**src/hw/rtl/rrp_pkg.sv**
```systemverilog
// Shared constants and types for the round-robin pairing generator.
// No dependencies; every other file of the block but rrp_fifo refers to this package.
package rrp_pkg;

  localparam int MAX_TEAMS_DEF = 32;
  localparam int MAX_LEGS_DEF  = 4;
  localparam int QUEUE_DEPTH   = 2;

  localparam int TC_W       = 6;
  localparam int LEGS_W     = 3;
  localparam int ROUND_W    = 7;
  localparam int SLOT_OUT_W = 5;
  localparam int CFG_IDX_W  = 2;
  localparam int CFG_DATA_W = 6;

  localparam logic [CFG_IDX_W-1:0] REG_TEAM_COUNT = 2'd0;
  localparam logic [CFG_IDX_W-1:0] REG_LEGS       = 2'd1;

  localparam logic [TC_W-1:0]   TEAM_COUNT_RESET = 6'd0;
  localparam logic [LEGS_W-1:0] LEGS_RESET       = 3'd2;

  typedef struct packed {
    logic [SLOT_OUT_W-1:0] home_slot;
    logic [SLOT_OUT_W-1:0] away_slot;
    logic                  out_of_range;
    logic                  last;
  } res_t;

endpackage

```
**src/hw/rtl/rrp_fifo.sv**
```systemverilog
// Small first-in first-out queue used between the pairing stages and as the result queue.
// Depends on nothing; the depth must be a power of two of at least two.
module rrp_fifo #(
  parameter int W     = 8,
  parameter int DEPTH = 2
) (
  input  logic         clk_i,
  input  logic         rst_ni,
  input  logic         push_i,
  output logic         full_o,
  input  logic [W-1:0] wdata_i,
  input  logic         pop_i,
  output logic         empty_o,
  output logic [W-1:0] rdata_o
);

  localparam int PtrW = $clog2(DEPTH);
  localparam int CntW = $clog2(DEPTH + 1);

  logic [W-1:0]    mem_q [DEPTH];
  logic [PtrW-1:0] wr_q, rd_q;
  logic [CntW-1:0] cnt_q;
  logic            do_push, do_pop;

  assign full_o  = (cnt_q == CntW'(DEPTH));
  assign empty_o = (cnt_q == '0);
  assign do_push = push_i && !full_o;
  assign do_pop  = pop_i && !empty_o;
  assign rdata_o = mem_q[rd_q];

  always_ff @(posedge clk_i) begin
    if (do_push) begin
      mem_q[wr_q] <= wdata_i;
    end
  end

  always_ff @(posedge clk_i or negedge rst_ni) begin
    if (!rst_ni) begin
      wr_q  <= '0;
      rd_q  <= '0;
      cnt_q <= '0;
    end else begin
      if (do_push) begin
        wr_q <= wr_q + PtrW'(1);
      end
      if (do_pop) begin
        rd_q <= rd_q + PtrW'(1);
      end
      if (do_push && !do_pop) begin
        cnt_q <= cnt_q + CntW'(1);
      end else if (do_pop && !do_push) begin
        cnt_q <= cnt_q - CntW'(1);
      end
    end
  end

endmodule

```
**src/hw/rtl/rrp_front.sv**
```systemverilog
// Front stage: accepts a round request and classifies it by repeated subtraction.
// Produces the rotation, the swap flag and the out-of-range flag; uses rrp_pkg.
module rrp_front #(
  parameter int SlotW = 6,
  parameter int LgW   = 3
) (
  input  logic                        clk_i,
  input  logic                        rst_ni,
  input  logic                        push_i,
  output logic                        full_o,
  input  logic [rrp_pkg::ROUND_W-1:0] round_number_i,
  input  logic [SlotW-1:0]            m_i,
  input  logic [LgW-1:0]              lg_i,
  input  logic                        too_few_i,
  input  logic                        job_full_i,
  output logic                        job_push_o,
  output logic [SlotW-1:0]            job_r_o,
  output logic                        job_swap_o,
  output logic                        job_oor_o
);

  localparam int CmpW = (rrp_pkg::ROUND_W > SlotW) ? rrp_pkg::ROUND_W : SlotW;

  typedef enum logic {
    F_IDLE,
    F_DIV
  } front_state_e;

  front_state_e   state_q;
  logic [CmpW-1:0] rem_q;
  logic [LgW-1:0]  k_q;
  logic            over, fin;

  assign over       = too_few_i || (k_q >= lg_i);
  assign fin        = over || (rem_q < CmpW'(m_i));
  assign full_o     = (state_q != F_IDLE);
  assign job_push_o = (state_q == F_DIV) && fin && !job_full_i;
  assign job_r_o    = over ? '0 : SlotW'(rem_q);
  assign job_swap_o = (k_q != '0);
  assign job_oor_o  = over;

  always_ff @(posedge clk_i or negedge rst_ni) begin
    if (!rst_ni) begin
      state_q <= F_IDLE;
      rem_q   <= '0;
      k_q     <= '0;
    end else begin
      unique case (state_q)
        F_IDLE: begin
          if (push_i) begin
            rem_q   <= CmpW'(round_number_i);
            k_q     <= '0;
            state_q <= F_DIV;
          end
        end
        F_DIV: begin
          if (fin) begin
            if (!job_full_i) begin
              state_q <= F_IDLE;
            end
          end else begin
            rem_q <= rem_q - CmpW'(m_i);
            k_q   <= k_q + LgW'(1);
          end
        end
        default: state_q <= F_IDLE;
      endcase
    end
  end

endmodule

```
**src/hw/rtl/rrp_back.sv**
```systemverilog
// Back stage: walks the pairs of one classified round, one pair per cycle while the result
// queue has room. Skips the pair with the bye slot and marks the final beat; uses rrp_pkg.
module rrp_back #(
  parameter int SlotW = 6
) (
  input  logic              clk_i,
  input  logic              rst_ni,
  input  logic              job_empty_i,
  output logic              job_pop_o,
  input  logic [SlotW-1:0]  job_r_i,
  input  logic              job_swap_i,
  input  logic              job_oor_i,
  input  logic [SlotW-1:0]  n_i,
  input  logic [SlotW-1:0]  m_i,
  input  logic [SlotW-1:0]  npairs_i,
  input  logic              has_bye_i,
  input  logic              res_full_i,
  output logic              res_push_o,
  output rrp_pkg::res_t     res_o
);

  localparam int SumW = SlotW + 1;

  typedef enum logic {
    B_IDLE,
    B_RUN
  } back_state_e;

  back_state_e     state_q;
  logic [SlotW-1:0] r_q, i_q, cnt_q;
  logic             swap_q, oor_q;
  logic [SumW-1:0]  ta, tb, ta_mod, tb_mod;
  logic [SlotW-1:0] a, b;
  logic             bye, last;

  always_comb begin
    ta = SumW'(i_q) + SumW'(m_i) - SumW'(r_q) - SumW'(1);
    tb = SumW'(m_i) - SumW'(1) - SumW'(i_q) + SumW'(m_i) - SumW'(r_q);
    ta_mod = (ta >= SumW'(m_i)) ? ta - SumW'(m_i) : ta;
    tb_mod = (tb >= SumW'(m_i)) ? tb - SumW'(m_i) : tb;
    a = (i_q == '0) ? '0 : SlotW'(ta_mod) + SlotW'(1);
    b = SlotW'(tb_mod) + SlotW'(1);
    bye  = has_bye_i && ((a == n_i - SlotW'(1)) || (b == n_i - SlotW'(1)));
    last = (cnt_q + SlotW'(1) == npairs_i);
  end

  always_comb begin
    res_o = '0;
    if (oor_q) begin
      res_o.out_of_range = 1'b1;
      res_o.last         = 1'b1;
    end else begin
      res_o.home_slot = rrp_pkg::SLOT_OUT_W'(swap_q ? b : a);
      res_o.away_slot = rrp_pkg::SLOT_OUT_W'(swap_q ? a : b);
      res_o.last      = last;
    end
  end

  assign job_pop_o  = (state_q == B_IDLE) && !job_empty_i;
  assign res_push_o = (state_q == B_RUN) && !res_full_i && (oor_q || !bye);

  always_ff @(posedge clk_i or negedge rst_ni) begin
    if (!rst_ni) begin
      state_q <= B_IDLE;
      r_q     <= '0;
      swap_q  <= 1'b0;
      oor_q   <= 1'b0;
      i_q     <= '0;
      cnt_q   <= '0;
    end else begin
      unique case (state_q)
        B_IDLE: begin
          if (!job_empty_i) begin
            r_q     <= job_r_i;
            swap_q  <= job_swap_i;
            oor_q   <= job_oor_i;
            i_q     <= '0;
            cnt_q   <= '0;
            state_q <= B_RUN;
          end
        end
        B_RUN: begin
          if (oor_q) begin
            if (!res_full_i) begin
              state_q <= B_IDLE;
            end
          end else if (bye) begin
            i_q <= i_q + SlotW'(1);
          end else if (!res_full_i) begin
            i_q   <= i_q + SlotW'(1);
            cnt_q <= cnt_q + SlotW'(1);
            if (last) begin
              state_q <= B_IDLE;
            end
          end
        end
        default: state_q <= B_IDLE;
      endcase
    end
  end

endmodule

```
**src/hw/rtl/round_robin_pairing.sv**
```systemverilog
// Round-robin pairing generator by the circle method: top level and registers.
// Instantiates rrp_front, rrp_fifo and rrp_back; uses rrp_pkg.
// Flow: the front stage classifies a request by repeated subtraction of the slot count minus
// one, then the back stage emits one pairing a cycle while the result queue has room.
// A new request is taken only once the front stage has passed the last one to the job queue.
// Reset: team_count returns to 0, legs to 2, and both queues are emptied.
module round_robin_pairing #(
  parameter int MAX_TEAMS = rrp_pkg::MAX_TEAMS_DEF,
  parameter int MAX_LEGS  = rrp_pkg::MAX_LEGS_DEF
) (
  input  logic                           clk_i,
  input  logic                           rst_ni,
  input  logic                           cfg_we_i,
  input  logic [rrp_pkg::CFG_IDX_W-1:0]  cfg_idx_i,
  input  logic [rrp_pkg::CFG_DATA_W-1:0] cfg_wdata_i,
  input  logic                           push,
  output logic                           full,
  input  logic [rrp_pkg::ROUND_W-1:0]    round_number_i,
  output logic                           empty,
  input  logic                           pop,
  output logic [rrp_pkg::SLOT_OUT_W-1:0] home_slot_o,
  output logic [rrp_pkg::SLOT_OUT_W-1:0] away_slot_o,
  output logic                           out_of_range_o,
  output logic                           last_o
);

  localparam int SlotW = $clog2(MAX_TEAMS + 2);
  localparam int LgW   = $clog2(MAX_LEGS + 1);
  localparam int JobW  = SlotW + 2;
  localparam int ResW  = $bits(rrp_pkg::res_t);

  logic [rrp_pkg::TC_W-1:0]   tc_q;
  logic [rrp_pkg::LEGS_W-1:0] legs_q;

  logic [rrp_pkg::TC_W-1:0] teams;
  logic                     too_few, has_bye;
  logic [SlotW-1:0]         n, m, npairs;
  logic [LgW-1:0]           lg;

  logic             job_push, job_full, job_pop, job_empty;
  logic [SlotW-1:0] f_r;
  logic             f_swap, f_oor;
  logic [JobW-1:0]  job_wdata, job_rdata;

  logic          res_push, res_full;
  rrp_pkg::res_t res_w, res_r;

  always_ff @(posedge clk_i or negedge rst_ni) begin
    if (!rst_ni) begin
      tc_q   <= rrp_pkg::TEAM_COUNT_RESET;
      legs_q <= rrp_pkg::LEGS_RESET;
    end else if (cfg_we_i) begin
      unique case (cfg_idx_i)
        rrp_pkg::REG_TEAM_COUNT: tc_q   <= rrp_pkg::TC_W'(cfg_wdata_i);
        rrp_pkg::REG_LEGS:       legs_q <= rrp_pkg::LEGS_W'(cfg_wdata_i);
        default: ;
      endcase
    end
  end

  always_comb begin
    teams = ({1'b0, tc_q} > (rrp_pkg::TC_W + 1)'(MAX_TEAMS)) ?
            rrp_pkg::TC_W'(MAX_TEAMS) : tc_q;
    too_few = (teams < rrp_pkg::TC_W'(2));
    has_bye = teams[0];
    n       = SlotW'(teams) + SlotW'(has_bye);
    m       = n - SlotW'(1);
    npairs  = (n >> 1) - SlotW'(has_bye);
    lg      = ({1'b0, legs_q} > (rrp_pkg::LEGS_W + 1)'(MAX_LEGS)) ?
              LgW'(MAX_LEGS) : LgW'(legs_q);
  end

  rrp_front #(
    .SlotW(SlotW),
    .LgW  (LgW)
  ) u_front (
    .clk_i         (clk_i),
    .rst_ni        (rst_ni),
    .push_i        (push),
    .full_o        (full),
    .round_number_i(round_number_i),
    .m_i           (m),
    .lg_i          (lg),
    .too_few_i     (too_few),
    .job_full_i    (job_full),
    .job_push_o    (job_push),
    .job_r_o       (f_r),
    .job_swap_o    (f_swap),
    .job_oor_o     (f_oor)
  );

  assign job_wdata = {f_oor, f_swap, f_r};

  rrp_fifo #(
    .W    (JobW),
    .DEPTH(rrp_pkg::QUEUE_DEPTH)
  ) u_job_q (
    .clk_i  (clk_i),
    .rst_ni (rst_ni),
    .push_i (job_push),
    .full_o (job_full),
    .wdata_i(job_wdata),
    .pop_i  (job_pop),
    .empty_o(job_empty),
    .rdata_o(job_rdata)
  );

  rrp_back #(
    .SlotW(SlotW)
  ) u_back (
    .clk_i      (clk_i),
    .rst_ni     (rst_ni),
    .job_empty_i(job_empty),
    .job_pop_o  (job_pop),
    .job_r_i    (job_rdata[SlotW-1:0]),
    .job_swap_i (job_rdata[SlotW]),
    .job_oor_i  (job_rdata[SlotW+1]),
    .n_i        (n),
    .m_i        (m),
    .npairs_i   (npairs),
    .has_bye_i  (has_bye),
    .res_full_i (res_full),
    .res_push_o (res_push),
    .res_o      (res_w)
  );

  rrp_fifo #(
    .W    (ResW),
    .DEPTH(rrp_pkg::QUEUE_DEPTH)
  ) u_res_q (
    .clk_i  (clk_i),
    .rst_ni (rst_ni),
    .push_i (res_push),
    .full_o (res_full),
    .wdata_i(res_w),
    .pop_i  (pop),
    .empty_o(empty),
    .rdata_o(res_r)
  );

  assign home_slot_o    = res_r.home_slot;
  assign away_slot_o    = res_r.away_slot;
  assign out_of_range_o = res_r.out_of_range;
  assign last_o         = res_r.last;

endmodule

```
**config.mk**
```make
export PLATFORM = sky130hd
export DESIGN_NAME = round_robin_pairing
export DESIGN_NICKNAME = d
export VERILOG_FILES = /design/src/hw/rtl/rrp_pkg.sv /design/src/hw/rtl/rrp_fifo.sv /design/src/hw/rtl/rrp_front.sv /design/src/hw/rtl/rrp_back.sv /design/src/hw/rtl/round_robin_pairing.sv
export SDC_FILE = /design/constraint.sdc
export NUM_CORES = 1
export LEC_CHECK = 0
export BUFFER_PORTS_ARGS = -buffer_cell sky130_fd_sc_hd__buf_2
export CORE_ASPECT_RATIO = 0.7
export CORE_MARGIN = 1.5
export CORE_UTILIZATION = 55
export DETAILED_ROUTE_END_ITERATION = 10
export HOLD_SLACK_MARGIN = 0.05
export PLACE_DENSITY = 0.71
export SETUP_SLACK_MARGIN = 0.4
export SYNTH_ARGS = -nofsm -noshare
export SYNTH_HDL_FRONTEND = slang
export SYNTH_SLANG_ARGS = --single-unit
```
**constraint.sdc**
```tcl
create_clock -name clk_i -period 12.5 [get_ports clk_i]
set_clock_uncertainty 0.05 [all_clocks]
set_input_delay 3.125 -clock clk_i [delete_from_list [all_inputs] [get_ports clk_i]]
set_output_delay 3.125 -clock clk_i [all_outputs]
set_load 0.005 [all_outputs]
```
After elaboration in Yosys (flattened, before gate mapping) --
Memories as Yosys holds them, arrays and structs flattened. A register that Yosys moved wholly into a read port is not among the register bits. Index checks and enable logic that the tools add are counted. Widths: inputs -> output; s select.
Operators by class: multiplexer cells 45, eq/ne operators 13, reductions and logical operators 41, $lt $le $gt $ge 7, bitwise logic cells 3, $add $sub $neg 26
Operator list (number):
- $mux 6 | 12
- $sub 7x6->7 | 4
- $add 6x1->6 const B | 4
- $pmux 6 s2 | 2
- $eq 6x6->1 | 3
- $mux 1 | 15
- $ge 7x6->1 | 2
- $logic_and 1x1->1 | 14
- $mux 7 | 2
- $pmux 7 s2 | 1
- $ne 2x2->1 const B | 6
- $sub 6x6->6 | 2
- $logic_not 1->1 | 10
- $mux 10 | 1
- $mux 5 | 2
- $mux 3 | 3
- $mux 2 | 4
- $reduce_and 2->1 | 4
- $add 6x6->7 | 1
- $add 7x6->7 | 1
- $lt 7x6->1 | 1
- $sub 6x1->7 const B | 1
- $sub 7x1->7 const B | 1
- $add 6x1->6 | 1
- 23 further kinds | 38
Storage, ports and cells: memories kept 2, memory bits (writable) 40, word-level logic and storage cells 151, output and inout port bits 14, register bits 41, bits of input ports 20
Memories:
- u_res_q.mem_q | words 2, bits a word 12, read ports 1, clocked after Yosys merged registers in 0, wr ports 1, line rrp_fifo.sv:20 | logic [W-1:0] mem_q [DEPTH];
- u_job_q.mem_q | words 2, bits a word 8, read ports 1, clocked after Yosys merged registers in 1, wr ports 1, line rrp_fifo.sv:20

Depth between registers and ports, before layout --
Gate-level depths: netlist (run 1).
word-level depth 22, gate-level depth with buffers 36, mapped depth without buffers 34

Modules after synthesis --
From an unflattened synthesis (run 1), not the netlist that was laid out.
Unflattened totals: cell total of the unflattened synthesis 677, area, all modules 6880.3 µm²
By module, submodules not included:
- rrp_back | sequential area each 525.5 µm², cells each 398, instances 1, area each 3255.6 µm²
- rrp_front | sequential area each 275.3 µm², cells each 118, instances 1, area each 1103.6 µm²
- rrp_fifo (u_res_q) | sequential area each 820.8 µm², cells each 56, instances 1, area each 1099.8 µm²
- rrp_fifo (u_job_q) | sequential area each 580.6 µm², cells each 44, instances 1, area each 782.0 µm²
- round_robin_pairing | sequential area each 226.5 µm², cells each 61, instances 1, area each 639.4 µm²

Worst setup path before layout (run 1) --
Ideal clock, no wire load.
path type register -> register, from register tc_q[5] (netlist bit), to memory u_res_q.mem_q[0][0] (netlist bit) (enable), setup time 0.382 ns, path slack 4.566 ns, required time 12.068 ns, arrival 7.502 ns, buffers on the path 1, stages on the path, launching flop included 32, period minus slack after synthesis 7.934 ns, cells stage by stage dfrtp_1 -> buf_4 -> nor2b_1 -> ha_1 -> inv_1 -> ha_1 -> xnor2_1 -> inv_1 -> fa_1 -> ha_1 -> a21o_1 -> a21oi_1 -> xnor2_1 -> ha_1 -> and4_1 -> nor2_1 -> a311o_1 -> nor4b_1 -> a21oi_1 -> nor2_1 -> a21oi_1 -> ha_1 -> nand3_1 -> nand2b_1 -> a221oi_1 -> a211oi_1 -> mux2i_1 -> nand4_1 -> a211o_1 -> and2_1 -> o221a_2 -> nor2b_1
Between the ends: word-level cells in the longest chain between the ends 20, elaborated cells between the ends (all ways) 30, those cells by class add/sub: 13; order compare: 3; eq/ne: 2; mux: 6; reduce/logical: 6
RTL lines:
- start: declaration | line round_robin_pairing.sv:32 | logic [rrp_pkg::TC_W-1:0] tc_q;
- start signal: assignment | line round_robin_pairing.sv:50 | tc_q <= rrp_pkg::TEAM_COUNT_RESET;
- start signal: assignment | line round_robin_pairing.sv:54 | rrp_pkg::REG_TEAM_COUNT: tc_q <= rrp_pkg::TC_W'(cfg_wdata_i);
- $gt 6x6->1 | line round_robin_pairing.sv:62 | teams = ({1'b0, tc_q} > (rrp_pkg::TC_W + 1)'(MAX_TEAMS)) ?
- $mux 6 (*) | line round_robin_pairing.sv:62
- $add 6x1->6 | line round_robin_pairing.sv:66 | n = SlotW'(teams) + SlotW'(has_bye);
- $sub 6x1->6 | line rrp_back.sv:43, round_robin_pairing.sv:67
- $sub 6x1->7 or $add 6x6->7 (tied branches) | line rrp_back.sv:38, rrp_back.sv:37
- $sub 7x6->7, on equally long branches | line rrp_back.sv:38, rrp_back.sv:37
- $add 7x6->7 or $sub 7x1->7 (tied branches) | line rrp_back.sv:38, rrp_back.sv:37
- $sub 7x6->7 (tied with other cells) | line rrp_back.sv:38 | tb = SumW'(m_i) - SumW'(1) - SumW'(i_q) + SumW'(m_i) - SumW'(r_q);
- [... 5 more ...]
- $logic_and 1x1->1 (*) | line rrp_back.sv:43 | bye = has_bye_i && ((a == n_i - SlotW'(1)) || (b == n_i - SlotW'(1)));
- $logic_not 1->1 (*) | line rrp_back.sv:60 | assign res_push_o = (state_q == B_RUN) && !res_full_i && (oor_q || !bye);
- $logic_or 1x1->1 (*) | line rrp_back.sv:60
- $logic_and 1x1->1 (*) | line rrp_back.sv:60
- $logic_and 1x1->1 (*) | line rrp_fifo.sv:27 | assign do_push = push_i && !full_o;
- via u_res_q.do_push | line rrp_fifo.sv:23 | logic do_push, do_pop;
- $mux 1 (*) | line rrp_fifo.sv:32 | if (do_push) begin
- $mux 1 (not written as such) (*) | line rrp_fifo.sv:33 | mem_q[wr_q] <= wdata_i;
- end: declaration | line rrp_fifo.sv:20
The timed path passes the listed nets; every way through them passes the cells marked *.

Worst setup path in the final report (run 1) --
from register tc_q[5] (netlist bit), to memory u_res_q.mem_q[0][9] (netlist bit) (enable)
Same word-level chain as after synthesis.

==> impl_metrics.ini, run 1 <==
[clock_tree]
cts_tree = built
clk_pin_slew_ns = 0.07
cts_htree_levels = 3
cts_buffer_depth = 2
cts_setup_buffers = 0
postCtsHoldBufs = 0
cts_buffers = 9
clk_latency_ns = 0.34
numClockSinks = 89
cts-root-buf = clkbuf_16
post_cts_resized = 0

[setup_path]
path_class = reg -> reg
r2r_slack_ns = 3.21
critPathArrivalTime_ns = 9.20
rr_worst_depth = 30
critical_path_buf_inv_count = 2
cp.required_ns = 12.41
critPathMaxStageDelay_ns = 0.80
cp-end-kind = flip-flop
crit_family = simple AND/OR/NAND/NOR gates
cp-start-kind = flip-flop
critPathSlowestCell = nor2b_1
worstReg2RegStart = tc_q[5]
cpMostUsedCell = ha_1
reg2reg_to = u_res_q.mem_q[0][9]
crit_fanout = 15

[place]
preCtsSetupSlack_ns = 3.40
place.detailed.hpwl_mm = 14.1
finalWeightedCongestion = 1.01
io_buffers = 33

[worst_hold_path]
hp-start = u_job_q.wr_q
hold_path_end = u_job_q.wr_q
min_path_cells = 1
min_path_type = reg -> reg

[logic_synthesis]
synth_area_leader_cell = dfrtp_1
syn-num-nets = 758
synth_top_family_by_area = compound AO/OA/AOI/OAI gates
seq_area_frac_synth_pct = 35.8
synth_top_area_share_pct = 17.7
postSynthCellCount = 682
syn_area_um2 = 6790
synth_area_leaders = dfrtp_1 18%, edfxtp_1 18%, ha_1 7.9%
async_flop_share_pct = 55.1
post-synth-top-count-cell = nor2_1
synth_seq_cells = 89
muxShareOfSynthArea_pct = 8.14
synthSimpleGateAreaFrac_pct = 16.0
dominantRegCellSynth = dfrtp_1
synthXorXnorAreaFrac_pct = 7.76
synth_top_cells_by_count = 49 x nor2_1, 48 x dfrtp_1, 47 x nand2_1
synth.distinct_cells = 91
synth_compound_area_share_pct = 16.5
ys.warnings.count = 0
synthAdderAreaFrac_pct = 11.9
synth_edf_count = 40
syn_avg_cell_area_um2 = 9.96

[die]
start_util_pct = 57.3
fp.dieArea_um2 = 13000
rows = 33
die_h_um = 96.0
core_um2 = 11900
die_w_um = 136
io-pin-count = 34

[timing]
report.final.setup_viol = 0
layout_setup_ws_ns = 3.21
period_minus_slack_ns = 9.29
hold_viol = 0
slew_headroom_pct = 22.8
final-max-slew-violation-count = 0
setup-tns-final_ns = 0
tightest_slew_ns = 1.16
rsz0062_at_grt = false
min_period_over_period_pct = 74.3
clock.fmax_mhz = 108

[finish]
syn2layout_area_growth_pct = 8.97
antenna_cells = 0
nFillCells = 989
drive_above_1_share_pct = 15.3
fin_nets = 785

[detailed_routing]
first_iter_violations = 460
wl_per_cell_um = 20.7
first_pass_iters = 5
post-route-drc-count = 0
wl_mm = 18.1
vias = 5462
via_per_inst = 6.27
ant_nets = 0

[global_routing]
grt.busiest_layer = met1
grt_pass1_vias = 5121
grt.met3_usage_pct = 6.90
antenna_found_initial = 0
globalRoute.totalOverflow = 0
use_met2_pct = 40.9
grt_max_degree = 50
track_usage_pct = 29.0
grt_use_met1_pct = 44.3
grt_pass1_wl_mm = 28.0

[outcome]
outcome = complete, no violations

[flow_run]
drv_cap = 0
[area by class of cell]
type	count	area [um2]	area share [%]
multi-input cells	530	4100	55.3
flip-flops and latches	89	2430	32.8
clock buffers	10	229	3.09
well taps	157	196	2.65
repair buffers	37	195	2.64
inverters	42	158	2.13
clock inverters	6	97.6	1.32
[cells in the final DEF (no fill, tap or decap), types with 4 or more instances in the layout]
cell type / Yosys / final
a211oi_1: 14 / 14
a21o_1: 10 / 10
a21oi_1: 30 / 30
a21oi_2: 4 / 4
a31oi_1: 6 / 6
and2_1: 12 / 12
and3_1: 4 / 4
buf_2: 2 / 33
buf_4: 3 / 4
clkbuf_16: 0 / 9
dfrtp_1: 48 / 48
edfxtp_1: 40 / 40
fa_1: 13 / 13
ha_1: 43 / 43
inv_1: 40 / 40
mux2_2: 23 / 23
mux2i_1: 28 / 28
nand2_1: 47 / 47
nand2b_1: 10 / 10
nand3_1: 16 / 16
nand4_1: 7 / 7
nor2_1: 49 / 49
nor2b_1: 9 / 9
nor3_1: 15 / 15
nor3_2: 4 / 4
nor3b_1: 5 / 5
nor4_1: 4 / 4
o211ai_1: 6 / 6
o21a_1: 4 / 4
o21ai_0: 36 / 36
o21bai_1: 5 / 5
or3_1: 5 / 5
xnor2_1: 36 / 36
xor2_1: 14 / 14
[worst max-delay path by stage]
stage / slack [ns] / cells after the start / endpoint / startpoint
6_report: 3.21 / 30 / u_res_q.mem_q[0][9] / tc_q[5]
4_1_cts: 3.35 / 30 / u_res_q.mem_q[0][5] / tc_q[5]
5_1_grt: 2.57 / 30 / u_res_q.mem_q[0][9] / tc_q[5]
3_3_place_gp: 3.60 / 27 / u_res_q.mem_q[0][8] / tc_q[5]
2_1_floorplan: 4.57 / 31 / u_res_q.mem_q[0][0] / tc_q[5]
3_5_place_dp: 3.40 / 27 / u_res_q.mem_q[0][7] / tc_q[5]
[sequential cells by signal, indices dropped and copies added, names as in the netlist, 3 cells and up]
| signal | cells |
|---|---|
| u_res_q.mem_q | 24 |
| u_job_q.mem_q | 16 |
| u_front.rem_q | 7 |
| tc_q | 6 |
| u_back.cnt_q | 6 |
| u_back.i_q | 6 |
| u_back.r_q | 6 |
| legs_q | 3 |
| u_front.k_q | 3 |
[logic make-up (layout without fill, tap and decap cells)]
| logic type | count (synthesis) | count (layout) |
|---|---|---|
| buffers and inverters | 63 | 95 |
| and+or+nand+nor | 207 | 207 |
| DFF | 89 | 89 |
| xor gates and xnor gates | 54 | 54 |
| muxes | 52 | 52 |
| AOI/OAI and AO/OA | 160 | 160 |
| adders and majority gates | 57 | 57 |
[routing by layer]
metal	wire length [um]	share of wire (%)	up-vias
li1	-	-	2541
met1	8910	49	2687
met2	7440	41	209
met3	1440	8.0	25
met4	270	1.5	0
met5	0	0	-
[worst register-to-register path: cells and delay by family, from the launching register on]
family	cells	cell delay (ns)
flops	1	0.60
simple gates	10	2.97
compound gates	10	2.16
xor+xnor	2	0.42
mux	1	0.17
buf+inv	2	0.74
fa+ha+maj	5	1.81
[metrics by stage]
stage | cells | util (%) | area, um2 | hold WS, ns
6_report | 871 | 62.4 | 7400 | 0.449
3_3_place_gp | 855 | 59.7 | 7070 | 0.419
4_1_cts | 871 | 62.4 | 7400 | 0.451
2_1_floorplan | 682 | - | 6790 | 0.400
5_1_grt | 871 | 62.4 | 7400 | 0.487
3_5_place_dp | 855 | 59.7 | 7070 | 0.438
Power of run 1 is not shown: default switching activity piles up to over one toggle a cycle in this logic, so the estimate is an artifact.
==> run 2: changes to the inputs <==
Settings changed: ABC_AREA from default to 1, PLACE_DENSITY 0.71 to 0.74.
Clock period 12.5 ns to 8 ns, I/O delays scaled along.
==> run 2 against run 1 <==
Against the previous run:
- first-iteration DRC count rose by 0.87%
- count of clock-buffer cells in the layout fell by 1
- sequential share of layout area up 1.4 points
- die area shrank 5.2%
- critical path depth grew 7
- routed wire length down 16%
- maximum frequency up 37%
- cell area decreased by 4.2%
- global-route usage decreased by 2.0 points
- critical endpoint is now u_res_q.cnt_q[1]
- largest cell class unchanged
==> impl_metrics.ini, run 2 <==
[logic_synthesis]
synth_top_family_by_area = simple AND/OR/NAND/NOR gates
ys.warnings.count = 0
syn_area_um2 = 6430
synthSimpleGateAreaFrac_pct = 28.4
synth_seq_cells = 89
syn-num-nets = 893
syn_avg_cell_area_um2 = 7.87
synth_compound_area_share_pct = 7.74
synth_area_leaders = dfrtp_1 19%, edfxtp_1 19%, nand2_1 13%
muxShareOfSynthArea_pct = 0.156
synth_top_cells_by_count = 217 x nand2_1, 112 x inv_1, 72 x nor2_1
synth_top_area_share_pct = 18.7
synth_edf_count = 40
postSynthCellCount = 817
synthXorXnorAreaFrac_pct = 5.43
synth.distinct_cells = 45
dominantRegCellSynth = dfrtp_1
synth_area_leader_cell = dfrtp_1
post-synth-top-count-cell = nand2_1
async_flop_share_pct = 55.1
synthAdderAreaFrac_pct = 12.4
seq_area_frac_synth_pct = 37.8

[detailed_routing]
routedLengthMet1_mm = 7.81
wl_per_cell_um = 15.0
top_layer_used = met4
first_iter_violations = 464
ant_nets = 0
vias = 5378
wl_mm = 15.2
dr_wl_met2_mm = 6.18
dr_wl_met3_um = 929
post-route-drc-count = 0
first_pass_iters = 6
via_per_inst = 5.31

[global_routing]
antenna_found_initial = 0
globalRoute.totalOverflow = 0
grt_pass1_vias = 5204
grt_max_degree = 50
grt_pass1_wl_mm = 25.9
track_usage_pct = 26.9

[clock_tree]
cts_tree = built
clk_pin_slew_ns = 0.07
cts_buffer_depth = 2
numClockSinks = 89
cts-root-buf = clkbuf_16
cts_buffers = 9
clk_latency_ns = 0.34
cts_htree_levels = 3

[setup_path]
crit_family = adder cells
cpMostUsedCell = nand2_1
cp.required_ns = 8.17
critPathMaxStageDelay_ns = 0.59
critical_path_buf_inv_count = 6
startpoint = tc_q[5]
crit_fanout = 9
critPathArrivalTime_ns = 6.95
worstReg2RegStart = tc_q[5]
cp-end-kind = flip-flop
path_class = reg -> reg
cp-start-kind = flip-flop
critPathSlowestCell = fa_1

[finish]
antenna_cells = 0
final_cell_mix = 217 x nand2_1, 112 x inv_1, 71 x nor2_1
largest_register_ffs = 24
syn2layout_area_growth_pct = 10.2
regMostFlops = u_res_q.mem_q
top_regs = u_res_q.mem_q: 24 flops, u_job_q.mem_q: 16 flops, u_front.rem_q: 7 flops
final_common_cell = nand2_1
drive_above_1_share_pct = 12.1
nFillCells = 984
fin_util_pct = 63.2
fin_nets = 930

[die]
io-pin-count = 34
die_h_um = 93.5
rows = 32
fp.dieArea_um2 = 12400
die_w_um = 132
start_util_pct = 57.4
core_um2 = 11200

[place]
io_buffers = 33
place.detailed.hpwl_mm = 11.9
finalWeightedCongestion = 0.927

[timing]
rsz0062_at_grt = false
setup-tns-final_ns = 0
slew_headroom_pct = 48.6
tightest_slew_ns = 0.762
min_period_over_period_pct = 84.7
report.final.setup_viol = 0
clock.fmax_mhz = 148
final-max-slew-violation-count = 0
period_minus_slack_ns = 6.78
hold_viol = 0

[worst_hold_path]
min_path_type = reg -> reg
hp-start = u_job_q.cnt_q[0]

[outcome]
outcome = complete, no violations

[flow_run]
drv_cap = 0
## run 2: timing repair
action | in CTS | in global routing
hold buffers | 0 | 0
buffers inserted | 0 | 0
endpoints found under the hold margin | 0 | 0
endpoints found under the setup margin | 0 | 26
resized for setup | 0 | 4
## run 2: logic make-up after synthesis
| logic type | after synthesis |
|---|---|
| mux | 1 |
| simple gates | 410 |
| flops | 89 |
| xor+xnor | 39 |
| buf+inv | 133 |
| fa+ha+maj | 56 |
| compound gates | 89 |
## run 2: worst register-to-register path: cells and delay by family, from the launching register on
| kind | cells | cell delay, ns |
|---|---|---|
| AO/OA/AOI/OAI | 4 | 0.60 |
| AND/OR/NAND/NOR | 18 | 1.99 |
| flip-flops | 1 | 0.49 |
| XOR/XNOR | 2 | 0.31 |
| buffers and inverters | 6 | 0.64 |
| adder cells (fa/ha/maj) | 7 | 2.59 |
## run 2: worst paths after layout
path | end | slack (ns) | cells past startpoint
worst max-delay path | u_res_q.cnt_q[1] | 1.22 | 37
worst min-delay path | u_job_q.cnt_q[0] | 0.45 | 1
worst max register to register | u_res_q.cnt_q[1] | 1.22 | 37
worst min register to register | u_job_q.cnt_q[0] | 0.45 | 1
max in group asynchronous | u_back.i_q[4] | 5.72 | 2
min in group asynchronous | u_front.rem_q[4] | 1.72 | 2
## run 2: through the flow
stage	instance area, um2	worst slack, ns	hold WS (ns)	std cells
floorplan	6430	1.51	0.411	817
global placement	6770	1.13	0.433	996
detailed placement	6770	0.899	0.447	996
CTS	7070	0.887	0.462	1012
global route	7090	0.462	0.479	1012
finish	7090	1.22	0.453	1012
## run 2: per-layer routing
metal	GRT usage, %	vias to the layer above
met2	40.6	152
li1	-	2715
met4	7.14	0
met1	40.7	2487
met3	3.74	24
met5	0	-
## run 2: final cells by class
cell class	instances	area, um2	area share, %
flip-flops and latches	89	2430	34.3
clock inverters	7	76.3	1.08
multi-input cells	595	3500	49.4
repair buffers	38	203	2.86
inverters	121	459	6.48
well taps	153	191	2.70
clock buffers	9	225	3.18
Power of run 2 is left out for the same reason.
